## config.mk

```make
export PLATFORM = sky130hd
export DESIGN_NAME = exchange_sort_swap_counter
export DESIGN_NICKNAME = d
export VERILOG_FILES = /design/src/sv/ess_pkg.sv /design/src/sv/ess_queue.sv /design/src/sv/ess_front.sv /design/src/sv/ess_back.sv /design/src/sv/exchange_sort_swap_counter.sv
export VERILOG_INCLUDE_DIRS = /design/src /design/src/sv
export SDC_FILE = /design/constraint.sdc
export NUM_CORES = 2
export LEC_CHECK = 0
export BUFFER_PORTS_ARGS = -buffer_cell sky130_fd_sc_hd__buf_2
export CAP_MARGIN = 20
export CORE_MARGIN = 1.5
export CORE_UTILIZATION = 50
export DETAILED_ROUTE_END_ITERATION = 7
export HOLD_SLACK_MARGIN = 0.03
export PLACE_DENSITY = 0.78
export SYNTH_ARGS = -nofsm -noshare
export SYNTH_HDL_FRONTEND = slang
export SYNTH_HIERARCHICAL = 1
export SYNTH_SLANG_ARGS = --single-unit
```

## constraint.sdc

```tcl
create_clock -name aclk -period 15.2 [get_ports aclk]
set_input_delay 1.52 -clock aclk [delete_from_list [all_inputs] [get_ports aclk]]
set_output_delay 1.52 -clock aclk [all_outputs]
set_load 0.01 [all_outputs]
```

## src/sv/exchange_sort_swap_counter_assert.svh

```systemverilog
// Assertion macros for the exchange sort block.
`ifndef EXCHANGE_SORT_SWAP_COUNTER_ASSERT_SVH
`define EXCHANGE_SORT_SWAP_COUNTER_ASSERT_SVH

// Condition holds in the same cycle as the trigger.
`define ESS_ASSERT_SAME(label, clk, rstn, ante, cons) \
    label: assert property (@(posedge clk) disable iff (!(rstn)) (ante) |-> (cons)) \
        else $error("ess assertion failed: same-cycle check");

// Condition holds in the cycle after the trigger.
`define ESS_ASSERT_NEXT(label, clk, rstn, ante, cons) \
    label: assert property (@(posedge clk) disable iff (!(rstn)) (ante) |=> (cons)) \
        else $error("ess assertion failed: next-cycle check");

`endif

```

## src/sv/ess_pkg.sv

```systemverilog
`default_nettype none

package ess_pkg;

    localparam int ESS_MAX_ITEMS   = 32;
    localparam int ESS_QUEUE_DEPTH = 4;
    localparam int ESS_VALUE_W     = 32;
    localparam int ESS_SWAP_W      = 9;
    localparam logic [ESS_SWAP_W-1:0] ESS_SWAP_MAX = '1;

    typedef logic signed [ESS_VALUE_W-1:0] ess_value_t;
    typedef logic [ESS_SWAP_W-1:0]         ess_swap_t;

    // Classification of one queued word
    typedef struct packed {
        logic store;  // write value into its slot
        logic last;   // closes the set
        logic ovf;    // some word of this set was dropped
    } ess_ctl_t;

endpackage

`default_nettype wire

```

## src/sv/ess_queue.sv

```systemverilog
`default_nettype none

module ess_queue #(
    parameter int W     = 8,
    parameter int DEPTH = 4
) (
    input  wire logic         aclk,
    input  wire logic         aresetn,
    input  wire logic         push,
    input  wire logic [W-1:0] push_data,
    output logic              full,
    input  wire logic         pop,
    output logic [W-1:0]      pop_data,
    output logic              empty
);

    localparam int PW = $clog2(DEPTH);
    localparam int CW = $clog2(DEPTH + 1);

    logic [W-1:0]  entry_reg [DEPTH];
    logic [PW-1:0] wr_ptr_reg, rd_ptr_reg;
    logic [CW-1:0] fill_reg;

    assign full     = (fill_reg == CW'(DEPTH));
    assign empty    = (fill_reg == '0);
    assign pop_data = entry_reg[rd_ptr_reg];

    always_ff @(posedge aclk) begin
        if (push) begin
            entry_reg[wr_ptr_reg] <= push_data;
        end
    end

    always_ff @(posedge aclk) begin
        if (!aresetn) begin
            wr_ptr_reg <= '0;
            rd_ptr_reg <= '0;
            fill_reg   <= '0;
        end else begin
            if (push) begin
                wr_ptr_reg <= (wr_ptr_reg == PW'(DEPTH - 1)) ? '0 : wr_ptr_reg + 1'b1;
            end
            if (pop) begin
                rd_ptr_reg <= (rd_ptr_reg == PW'(DEPTH - 1)) ? '0 : rd_ptr_reg + 1'b1;
            end
            case ({push, pop})
                2'b10:   fill_reg <= fill_reg + 1'b1;
                2'b01:   fill_reg <= fill_reg - 1'b1;
                default: fill_reg <= fill_reg;
            endcase
        end
    end

endmodule

`default_nettype wire

```

## src/sv/ess_front.sv

```systemverilog
`default_nettype none

module ess_front #(
    parameter int MAX_ITEMS = ess_pkg::ESS_MAX_ITEMS
) (
    input  wire logic                                 aclk,
    input  wire logic                                 aresetn,
    input  wire logic                                 s_valid,
    output logic                                      s_ready,
    input  wire ess_pkg::ess_value_t                  s_value,
    input  wire logic                                 s_last,
    input  wire logic                                 q_full,
    output logic                                      push,
    output ess_pkg::ess_value_t                       push_value,
    output logic [$clog2(MAX_ITEMS)-1:0]              push_slot,
    output logic [$clog2(MAX_ITEMS+1)-1:0]            push_count,
    output ess_pkg::ess_ctl_t                         push_ctl
);

    import ess_pkg::*;

    localparam int IDX_W = $clog2(MAX_ITEMS);
    localparam int CNT_W = $clog2(MAX_ITEMS + 1);

    logic [CNT_W-1:0] count_reg, count_next;
    logic             ovf_reg, ovf_next;
    logic             accept;
    logic             store_full;

    assign s_ready    = !q_full;
    assign accept     = s_valid && s_ready;
    assign store_full = (count_reg == CNT_W'(MAX_ITEMS));

    // Dropped words that do not close the set never enter the queue
    assign push           = accept && (!store_full || s_last);
    assign push_value     = s_value;
    assign push_slot      = count_reg[IDX_W-1:0];
    assign push_count     = store_full ? count_reg : count_reg + 1'b1;
    assign push_ctl.store = !store_full;
    assign push_ctl.last  = s_last;
    assign push_ctl.ovf   = ovf_reg || store_full;

    always_comb begin
        count_next = count_reg;
        ovf_next   = ovf_reg;
        if (accept) begin
            if (s_last) begin
                count_next = '0;
                ovf_next   = 1'b0;
            end else if (store_full) begin
                ovf_next = 1'b1;
            end else begin
                count_next = count_reg + 1'b1;
            end
        end
    end

    always_ff @(posedge aclk) begin
        if (!aresetn) begin
            count_reg <= '0;
            ovf_reg   <= 1'b0;
        end else begin
            count_reg <= count_next;
            ovf_reg   <= ovf_next;
        end
    end

endmodule

`default_nettype wire

```

## src/sv/ess_back.sv

```systemverilog
`default_nettype none

module ess_back #(
    parameter int MAX_ITEMS = ess_pkg::ESS_MAX_ITEMS
) (
    input  wire logic                                 aclk,
    input  wire logic                                 aresetn,
    input  wire logic                                 q_empty,
    output logic                                      q_pop,
    input  wire ess_pkg::ess_value_t                  q_value,
    input  wire logic [$clog2(MAX_ITEMS)-1:0]         q_slot,
    input  wire logic [$clog2(MAX_ITEMS+1)-1:0]       q_count,
    input  wire ess_pkg::ess_ctl_t                    q_ctl,
    output logic                                      m_valid,
    input  wire logic                                 m_ready,
    output ess_pkg::ess_value_t                       m_sorted_value,
    output ess_pkg::ess_swap_t                        m_swap_count,
    output logic                                      m_overflowed,
    output logic                                      m_last_out
);

    import ess_pkg::*;

    localparam int IDX_W = $clog2(MAX_ITEMS);
    localparam int CNT_W = $clog2(MAX_ITEMS + 1);

    typedef enum logic [2:0] {
        S_FILL,
        S_RDI,
        S_LDI,
        S_CMP,
        S_WRI,
        S_ORD,
        S_OLD,
        S_OWAIT
    } state_t;

    ess_value_t element_store [MAX_ITEMS];
    ess_value_t rdata_reg;

    state_t           state_reg, state_next;
    logic [IDX_W-1:0] i_reg, i_next;
    logic [IDX_W-1:0] j_reg, j_next;
    logic [IDX_W-1:0] k_reg, k_next;
    logic [CNT_W-1:0] n_reg, n_next;
    ess_value_t       cur_reg, cur_next;
    ess_swap_t        swap_reg, swap_next;
    logic             ovf_reg, ovf_next;
    logic             mv_reg, mv_next;
    ess_value_t       mdata_reg, mdata_next;
    logic             mlast_reg, mlast_next;

    logic             we;
    logic [IDX_W-1:0] waddr;
    ess_value_t       wdata;
    logic [IDX_W-1:0] raddr;

    assign m_valid        = mv_reg;
    assign m_sorted_value = mdata_reg;
    assign m_swap_count   = swap_reg;
    assign m_overflowed   = ovf_reg;
    assign m_last_out     = mlast_reg;

    always_ff @(posedge aclk) begin
        if (we) begin
            element_store[waddr] <= wdata;
        end
        rdata_reg <= element_store[raddr];
    end

    always_comb begin
        state_next = state_reg;
        i_next     = i_reg;
        j_next     = j_reg;
        k_next     = k_reg;
        n_next     = n_reg;
        cur_next   = cur_reg;
        swap_next  = swap_reg;
        ovf_next   = ovf_reg;
        mv_next    = mv_reg;
        mdata_next = mdata_reg;
        mlast_next = mlast_reg;
        we         = 1'b0;
        waddr      = q_slot;
        wdata      = q_value;
        raddr      = i_reg;
        q_pop      = 1'b0;
        case (state_reg)
            S_FILL: begin
                if (!q_empty) begin
                    q_pop = 1'b1;
                    we    = q_ctl.store;
                    if (q_ctl.last) begin
                        n_next     = q_count;
                        ovf_next   = q_ctl.ovf;
                        swap_next  = '0;
                        i_next     = '0;
                        k_next     = '0;
                        state_next = (q_count >= CNT_W'(2)) ? S_RDI : S_ORD;
                    end
                end
            end
            S_RDI: begin
                raddr      = i_reg;
                state_next = S_LDI;
            end
            S_LDI: begin
                cur_next   = rdata_reg;
                raddr      = i_reg + 1'b1;
                j_next     = i_reg + 1'b1;
                state_next = S_CMP;
            end
            S_CMP: begin
                // Hold a[i] in cur; exchange with a[j] when a[i] is larger
                if (cur_reg > rdata_reg) begin
                    we       = 1'b1;
                    waddr    = j_reg;
                    wdata    = cur_reg;
                    cur_next = rdata_reg;
                    if (swap_reg != ESS_SWAP_MAX) begin
                        swap_next = swap_reg + 1'b1;
                    end
                end
                raddr  = j_reg + 1'b1;
                j_next = j_reg + 1'b1;
                if (CNT_W'(j_reg) + CNT_W'(1) == n_reg) begin
                    state_next = S_WRI;
                end
            end
            S_WRI: begin
                we     = 1'b1;
                waddr  = i_reg;
                wdata  = cur_reg;
                i_next = i_reg + 1'b1;
                if (CNT_W'(i_reg) + CNT_W'(2) < n_reg) begin
                    state_next = S_RDI;
                end else begin
                    k_next     = '0;
                    state_next = S_ORD;
                end
            end
            S_ORD: begin
                raddr      = k_reg;
                state_next = S_OLD;
            end
            S_OLD: begin
                mv_next    = 1'b1;
                mdata_next = rdata_reg;
                mlast_next = (CNT_W'(k_reg) + CNT_W'(1) == n_reg);
                state_next = S_OWAIT;
            end
            S_OWAIT: begin
                if (m_ready) begin
                    mv_next = 1'b0;
                    if (mlast_reg) begin
                        state_next = S_FILL;
                    end else begin
                        k_next     = k_reg + 1'b1;
                        state_next = S_ORD;
                    end
                end
            end
            default: begin
                state_next = S_FILL;
            end
        endcase
    end

    always_ff @(posedge aclk) begin
        if (!aresetn) begin
            state_reg <= S_FILL;
            mv_reg    <= 1'b0;
            swap_reg  <= '0;
            ovf_reg   <= 1'b0;
            n_reg     <= '0;
            i_reg     <= '0;
            j_reg     <= '0;
            k_reg     <= '0;
            mlast_reg <= 1'b0;
        end else begin
            state_reg <= state_next;
            mv_reg    <= mv_next;
            swap_reg  <= swap_next;
            ovf_reg   <= ovf_next;
            n_reg     <= n_next;
            i_reg     <= i_next;
            j_reg     <= j_next;
            k_reg     <= k_next;
            mlast_reg <= mlast_next;
        end
        cur_reg   <= cur_next;
        mdata_reg <= mdata_next;
    end

endmodule

`default_nettype wire

```

## src/sv/exchange_sort_swap_counter.sv

```systemverilog
// Channel  | Ports                                                  | Word
// ---------+--------------------------------------------------------+-------------------------
// input    | s_valid s_ready s_value s_last                         | one element, last closes
// result   | m_valid m_ready m_sorted_value m_swap_count            | one sorted element
//          | m_overflowed m_last_out                                |
//
// Input words are taken one per cycle while the front queue has room, also while a set sorts.
// A set of n stored elements sorts with one compare a cycle through the single read port of
// the element memory; a result is read out only once the result before it has been taken.
// Reset is synchronous, active low; the element memory needs no clearing.
// A stalled result holds the back end; the front keeps filling the queue until it is full.
`default_nettype none

module exchange_sort_swap_counter #(
    parameter int MAX_ITEMS   = ess_pkg::ESS_MAX_ITEMS,
    parameter int QUEUE_DEPTH = ess_pkg::ESS_QUEUE_DEPTH
) (
    input  wire logic                aclk,
    input  wire logic                aresetn,
    input  wire logic                s_valid,
    output logic                     s_ready,
    input  wire ess_pkg::ess_value_t s_value,
    input  wire logic                s_last,
    output logic                     m_valid,
    input  wire logic                m_ready,
    output ess_pkg::ess_value_t      m_sorted_value,
    output ess_pkg::ess_swap_t       m_swap_count,
    output logic                     m_overflowed,
    output logic                     m_last_out
);

    import ess_pkg::*;

    `include "exchange_sort_swap_counter_assert.svh"

    localparam int IDX_W = $clog2(MAX_ITEMS);
    localparam int CNT_W = $clog2(MAX_ITEMS + 1);
    localparam int QW    = ESS_VALUE_W + IDX_W + CNT_W + $bits(ess_ctl_t);

    logic             q_push, q_full, q_pop, q_empty;
    ess_value_t       push_value, pop_value;
    logic [IDX_W-1:0] push_slot, pop_slot;
    logic [CNT_W-1:0] push_count, pop_count;
    ess_ctl_t         push_ctl, pop_ctl;
    logic [QW-1:0]    push_data, pop_data;

    assign push_data = {push_value, push_slot, push_count, push_ctl};
    assign {pop_value, pop_slot, pop_count, pop_ctl} = pop_data;

    ess_front #(
        .MAX_ITEMS (MAX_ITEMS)
    ) u_front (
        .aclk       (aclk),
        .aresetn    (aresetn),
        .s_valid    (s_valid),
        .s_ready    (s_ready),
        .s_value    (s_value),
        .s_last     (s_last),
        .q_full     (q_full),
        .push       (q_push),
        .push_value (push_value),
        .push_slot  (push_slot),
        .push_count (push_count),
        .push_ctl   (push_ctl)
    );

    ess_queue #(
        .W     (QW),
        .DEPTH (QUEUE_DEPTH)
    ) u_queue (
        .aclk      (aclk),
        .aresetn   (aresetn),
        .push      (q_push),
        .push_data (push_data),
        .full      (q_full),
        .pop       (q_pop),
        .pop_data  (pop_data),
        .empty     (q_empty)
    );

    ess_back #(
        .MAX_ITEMS (MAX_ITEMS)
    ) u_back (
        .aclk           (aclk),
        .aresetn        (aresetn),
        .q_empty        (q_empty),
        .q_pop          (q_pop),
        .q_value        (pop_value),
        .q_slot         (pop_slot),
        .q_count        (pop_count),
        .q_ctl          (pop_ctl),
        .m_valid        (m_valid),
        .m_ready        (m_ready),
        .m_sorted_value (m_sorted_value),
        .m_swap_count   (m_swap_count),
        .m_overflowed   (m_overflowed),
        .m_last_out     (m_last_out)
    );

    `ESS_ASSERT_SAME(a_no_push_full, aclk, aresetn, q_push, !q_full)
    `ESS_ASSERT_SAME(a_no_pop_empty, aclk, aresetn, q_pop, !q_empty)
    `ESS_ASSERT_NEXT(a_result_gap, aclk, aresetn, m_valid && m_ready, !m_valid)

endmodule

`default_nettype wire
```

Yosys cells after proc, flatten, opt, wreduce, memory -nomap -nowiden
Memories as Yosys holds them, arrays and structs flattened. A register that Yosys moved wholly into a read port is not among the register bits.
Cells that the tools add are included.

cells by class
  add/subtract/negate cells = 12
  multipliers = 0
  divide/modulo/power cells = 0
  $lt $le $gt $ge = 3
  eq/ne operators = 24
  shifts and indexed selects = 0
  muxes and demuxes = 48
  bitwise gates (word level) = 1
  reductions and logical operators = 23

operators with widths
  operator                                                       count
  32-bit one-hot mux with 2 select lines                         2
  32-bit 2-to-1 mux                                              2
  9-bit 2-to-1 mux                                               4
  32-bit > comparator                                            1
  5-bit 2-to-1 mux                                               6
  5-bit one-hot mux with 2 select lines                          3
  5-bit one-hot mux with 3 select lines                          2
  3-bit one-hot mux with 8 select lines                          1
  3-bit 2-to-1 mux                                               7
  9-bit one-hot mux with 2 select lines                          1
  5-bit by 1-bit adder with 5-bit output, second input constant  3
  3-bit == test, second input constant                           5
  5-bit by 1-bit adder with 6-bit output, second input constant  2
  6-bit == test                                                  2
  6-bit 2-to-1 mux                                               2
  2-bit nonzero test                                             6
  1-bit 2-to-1 mux                                               11
  2-bit inequality test, second input constant                   5
  9-bit by 1-bit adder with 9-bit output, second input constant  1
  9-bit inequality test, second input constant                   1
  2-bit 2-to-1 mux                                               4
  5-bit by 2-bit adder with 6-bit output, second input constant  1
  6-bit by 1-bit adder with 6-bit output, second input constant  1
  2-bit == test, second input constant                           3
  other kinds (24)                                               35

word-level totals
  register bits after elaboration = 114
  latch bits = 0
  RAM bits = 1208
  bits in read-only memories = 0
  bits of input ports = 37
  output and inout bits = 45
  word-level logic and storage cells = 129
  memories = 2

memory list
  memory                depth  bits a word  read ports  clocked after memory_dff  wr ports  RTL line         source
  u_back.element_store  32     32           1           1                         1         ess_back.sv:38   ess_value_t element_store [MAX_ITEMS];
  u_queue.entry_reg     4      46           1           1                         1         ess_queue.sv:20  logic [W-1:0] entry_reg [DEPTH];

Depth between registers and ports, before layout
  word-level depth = 6
  mapped depth = 12
  gate-level depth less buffers = 11

Hierarchy
The synthesis kept the hierarchy.

modules (own cells, without submodules)
  module     times used  cells each  area an instance (um2)  sequential area each (um2)
  ess_back   1           2241        45576.2                 34032.6
  ess_queue  1           287         7164.4                  5705.5
  ess_front  1           93          750.7                   140.1

Worst setup path before layout
OpenSTA, ideal clock, no wires.

  kind = reg-to-reg
  from = register u_back.cur_reg[31]
  to = memory u_back/element_store[14][0] (netlist name), enable pin
  setup time = 0.502 ns
  data arrival time = 5.667 ns
  required time = 14.698 ns
  slack = 9.031 ns
  stages on the path, launching flop included = 10
  buffers on the path = 1
  clock period less this slack = 6.169 ns
  path through = edfxtp_1 ha_1 nand4_2 or4_4 o21a_4 and2_1 a21oi_4 o221ai_2 buf_2 nor4_1

between the ends
  longest elaborated chain between the ends = 5
  elaborated cells on any way between the ends = 7
  those cells by class = 1 x order compare; 6 x mux

RTL lines
  what                                    RTL line         source
  from (decl)                             ess_back.sv:46   ess_value_t cur_reg, cur_next;
  from (signal assigned)                  ess_back.sv:191  cur_reg <= cur_next;
  32-bit > comparator *                   ess_back.sv:115  if (cur_reg > rdata_reg) begin
  1-bit 2-to-1 mux                        ess_back.sv:115
  1-bit one-hot mux with 3 select lines   ess_back.sv:88   case (state_reg)
  1-bit 2-to-1 mux                        ess_back.sv:65   if (we) begin
  1-bit 2-to-1 mux (implied by the code)  ess_back.sv:66   element_store[waddr] <= wdata;
  to (decl)                               ess_back.sv:38

Every way passes the cells marked *; elsewhere a longest branch is shown, timed or not.

Worst setup path in the final report
  from = register u_back.state_reg[1]
  to = register u_back.rdata_reg[7] (read register of u_back.element_store)

between the ends
  longest elaborated chain between the ends = 2
  elaborated cells on any way between the ends = 4
  those cells by class = 3 x eq/ne; 1 x mux

RTL lines
  what                                                                              RTL line         source
  from (decl)                                                                       ess_back.sv:41   state_t state_reg, state_next;
  from (signal assigned)                                                            ess_back.sv:181  state_reg <= state_next;
  3-bit == test / 3-bit by 2-bit == test with 1-bit output (equally long branches)  ess_back.sv:88
  5-bit one-hot mux with 3 select lines *                                           ess_back.sv:88
  to (decl)                                                                         ess_back.sv:39   ess_value_t rdata_reg;

Marks and branches as above.
A chain may end at the register's enable or synchronous reset.

==> impl_metrics.env <==
export IMPL_status="complete, no violations"
export IMPL_cts_tree="yes"
export IMPL_synth_seq_area_share=0.746
export IMPL_placed_cells=4002
export IMPL_hold_violations=0
export IMPL_slew_violations=0
export IMPL_synthAdderAreaFrac=0.0123
export IMPL_clkLatencyLatePin_ns=0.75
export IMPL_synth_compound_area_frac=0.0272
export IMPL_stdcell_area_um2=60000
export IMPL_finalCritPeriodShare=0.372
export IMPL_stdcell_count=4241
export IMPL_die_x_um=330
export IMPL_crit_path_end_kind="flip-flop"
export IMPL_final_common_cell="edfxtp_1"
export IMPL_first_pass_iters=8
export IMPL_antenna_found_initial=8
export IMPL_synth_xor_area_frac=0.00426
export IMPL_dp_hpwl_um=71100
export IMPL_wl_um=129000
export IMPL_gr_total_overflow=0
export IMPL_whs_ns=0.470
export IMPL_grt_max_degree=166
export IMPL_ant_nets=0
export IMPL_worst_setup_hold_path_clk_slew_ns=0.06
export IMPL_gp_congestion=0.856
export IMPL_worst_setup_path_type="flip-flop to flip-flop"
export IMPL_fillers=7337
export IMPL_num_rows=119
export IMPL_grt_pass1_vias=27827
export IMPL_synth_warnings=6
export IMPL_clockBufferDepth=3
export IMPL_multi_input_area_um2=12800
export IMPL_crit_chain="nand2b_1, mux2i_1, nor2_1, a21oi_4, buf_4, buf_12, buf_4, mux4_2, mux2_2, o22ai_1, nor2_1"
export IMPL_cp_num_buf_inv=3
export IMPL_track_usage=0.239
export IMPL_area_growth_syn_to_layout_pct=12.1
export IMPL_avgSynthCellArea_um2=20.4
export IMPL_tns_ns=0
export IMPL_htree_num_levels=4
export IMPL_wire_per_inst_um=30.5
export IMPL_syn_area_um2=53500
export IMPL_critPathRequiredTime_ns=15.82
export IMPL_pin_count=82
export IMPL_rsz0062_at_grt="no"
export IMPL_drt_iter0_drc=3514
export IMPL_drt_vias_per_instance=6.40
export IMPL_dieArea_um2=109000
export IMPL_max_slew_margin=0.225
export IMPL_num_vias=27135
export IMPL_synth_simple_gate_area_frac=0.0262
export IMPL_cpPeakStageDelay_ns=0.92
export IMPL_cts_root_buf="clkbuf_16"
export IMPL_async_reset_ff_frac=0
export IMPL_finClkSkew_ns=0.0324
export IMPL_critical_path_top_delay_family="buffers and inverters"
export IMPL_drive_above_1_share=0.302
export IMPL_core_um2=106000
export IMPL_syn_num_nets=2710
export IMPL_power_w=0.0117
export IMPL_crit_path_top_delay_cell="buf_4"
export IMPL_synth_cell_type_count=73
export IMPL_maxCapViolations=0
export IMPL_ir_worst_vdd_uv=211
export IMPL_holdBufCountCts=0
export IMPL_path_max_fanout=122
export IMPL_final_nets=2834
export IMPL_grt_pass1_wl_um=187000
export IMPL_mostFrequentLayoutCells="edfxtp_1, mux4_2, mux2_2"
export IMPL_largest_register_ffs=1024
export IMPL_period_needed_ns=5.65
export IMPL_clock_sinks=1356
export IMPL_post_cts_buffers=0
export IMPL_start_util=0.506
export IMPL_p_leak_nw=19.1
export IMPL_setup_viol=0
export IMPL_start_kind="flip-flop"
export IMPL_synth_top_family_by_area="multiplexers"
export IMPL_synth_cells=2621
export IMPL_powerDensity_nw_per_um2=195
export IMPL_tightest_slew_ns=1.16
export IMPL_cts_resized=0
export IMPL_io_buffers=81
export IMPL_ys_ff_latch=1356
export IMPL_synth_ff_type="edfxtp_1"
export IMPL_synth_edf_count=1272
export IMPL_cts_buffers=130
export IMPL_drc=0
export IMPL_place_area_um2=55600
export IMPL_die_height_um=330
export IMPL_arrival_ns=6.27
export IMPL_fmax_ghz=0.177
export IMPL_synth_mux_area_frac=0.164
export IMPL_hp_class="flip-flop to flip-flop"
export IMPL_regArea_um2=39900
## per-layer routing
layer / wire length [um] / up-vias / share of wire / global-route usage
li1: - / 11021 / - / -
met1: 47500 / 14078 / 0.37 / 0.317
met2: 62600 / 1714 / 0.48 / 0.383
met3: 14400 / 316 / 0.11 / 0.0587
met4: 4810 / 6 / 0.037 / 0.0981
met5: 39 / - / 0.00030 / 0
## final timing paths
check | startpoint | end | slack (ns) | cells after the start
worst min-delay path | u_back/rdata_reg[13] | u_back/m_sorted_value[13] | 0.47 | 0
worst min register to register | u_back/rdata_reg[13] | u_back/m_sorted_value[13] | 0.47 | 0
worst max register to register | u_back/state_reg[1] | u_back/rdata_reg[7] | 9.55 | 11
worst max-delay path | u_back/state_reg[1] | u_back/rdata_reg[7] | 9.55 | 11
## power by group
group / leakage, nW / switching [W] / internal (W)
clock network: 2.10 / 0.00139 / 0.00187
registers: 12.2 / 0.000202 / 0.00494
logic: 4.87 / 0.00195 / 0.00137
total: 19.1 / 0.00354 / 0.00818
## synthesized netlist by cell type, types with 4 or more instances
cell type / n / area, um2
or4_1: 10 / 75.1
a31oi_1: 5 / 31.3
mux2i_1: 10 / 100
nor2_1: 61 / 229
and3_1: 13 / 81.3
a211oi_1: 8 / 60.1
a211o_1: 4 / 35.0
buf_1: 6 / 22.5
mux2_2: 161 / 1810
dfxtp_1: 84 / 1680
mux4_2: 296 / 6670
o31ai_1: 7 / 52.6
o211ai_1: 6 / 45.0
nand2_1: 58 / 218
nand4_1: 10 / 62.6
ha_1: 51 / 638
nor3_1: 4 / 20.0
nand2b_1: 8 / 50.1
nand3_1: 26 / 130
a21o_1: 6 / 45.0
inv_1: 60 / 225
buf_12: 4 / 80.1
nor4_1: 33 / 206
xnor2_1: 17 / 149
or3_1: 5 / 31.3
edfxtp_1: 1272 / 38200
mux4_1: 6 / 158
nor2b_1: 11 / 68.8
o21ai_0: 27 / 135
and2_1: 10 / 62.6
xor2_1: 9 / 78.8
clkbuf_1: 72 / 270
buf_4: 38 / 285
buf_2: 41 / 205
o22ai_1: 68 / 425
a21oi_1: 59 / 295
## area by class of cell
| type | instances | area share |
|---|---|---|
| flip-flops and latches | 1356 | 0.665 |
| multi-input cells | 1041 | 0.213 |
| clock buffers | 163 | 0.0577 |
| well taps | 1391 | 0.0290 |
| repair buffers | 156 | 0.0172 |
| clock inverters | 73 | 0.0145 |
| inverters | 60 | 0.00376 |
| diodes | 1 | 0.0000417 |
## kinds of logic after synthesis
group / count (synthesis)
flip-flops: 1356
XOR/XNOR: 26
multiplexers: 474
buffers and inverters: 224
AO/OA/AOI/OAI: 222
adder cells (fa/ha/maj): 52
AND/OR/NAND/NOR: 267
## stage by stage
step / utilization / worst slack, ns
detailed placement: 0.526 / 9.57
global placement: 0.526 / 9.80
global route: 0.567 / 9.10
finish: 0.567 / 9.55
floorplan: - / 9.03
CTS: 0.567 / 9.47
## worst reg2reg max path, stage by stage (launching register included)
cell and delay, ns:
dfxtp_1 0.75, nand2b_1 0.39, mux2i_1 0.24, nor2_1 0.10, a21oi_4 0.14, buf_4 0.67, buf_12 0.92, buf_4 1.00
mux4_2 0.73, mux2_2 0.29, o22ai_1 0.20, nor2_1 0.09
Note: power is estimated with default switching activity, not from simulation.
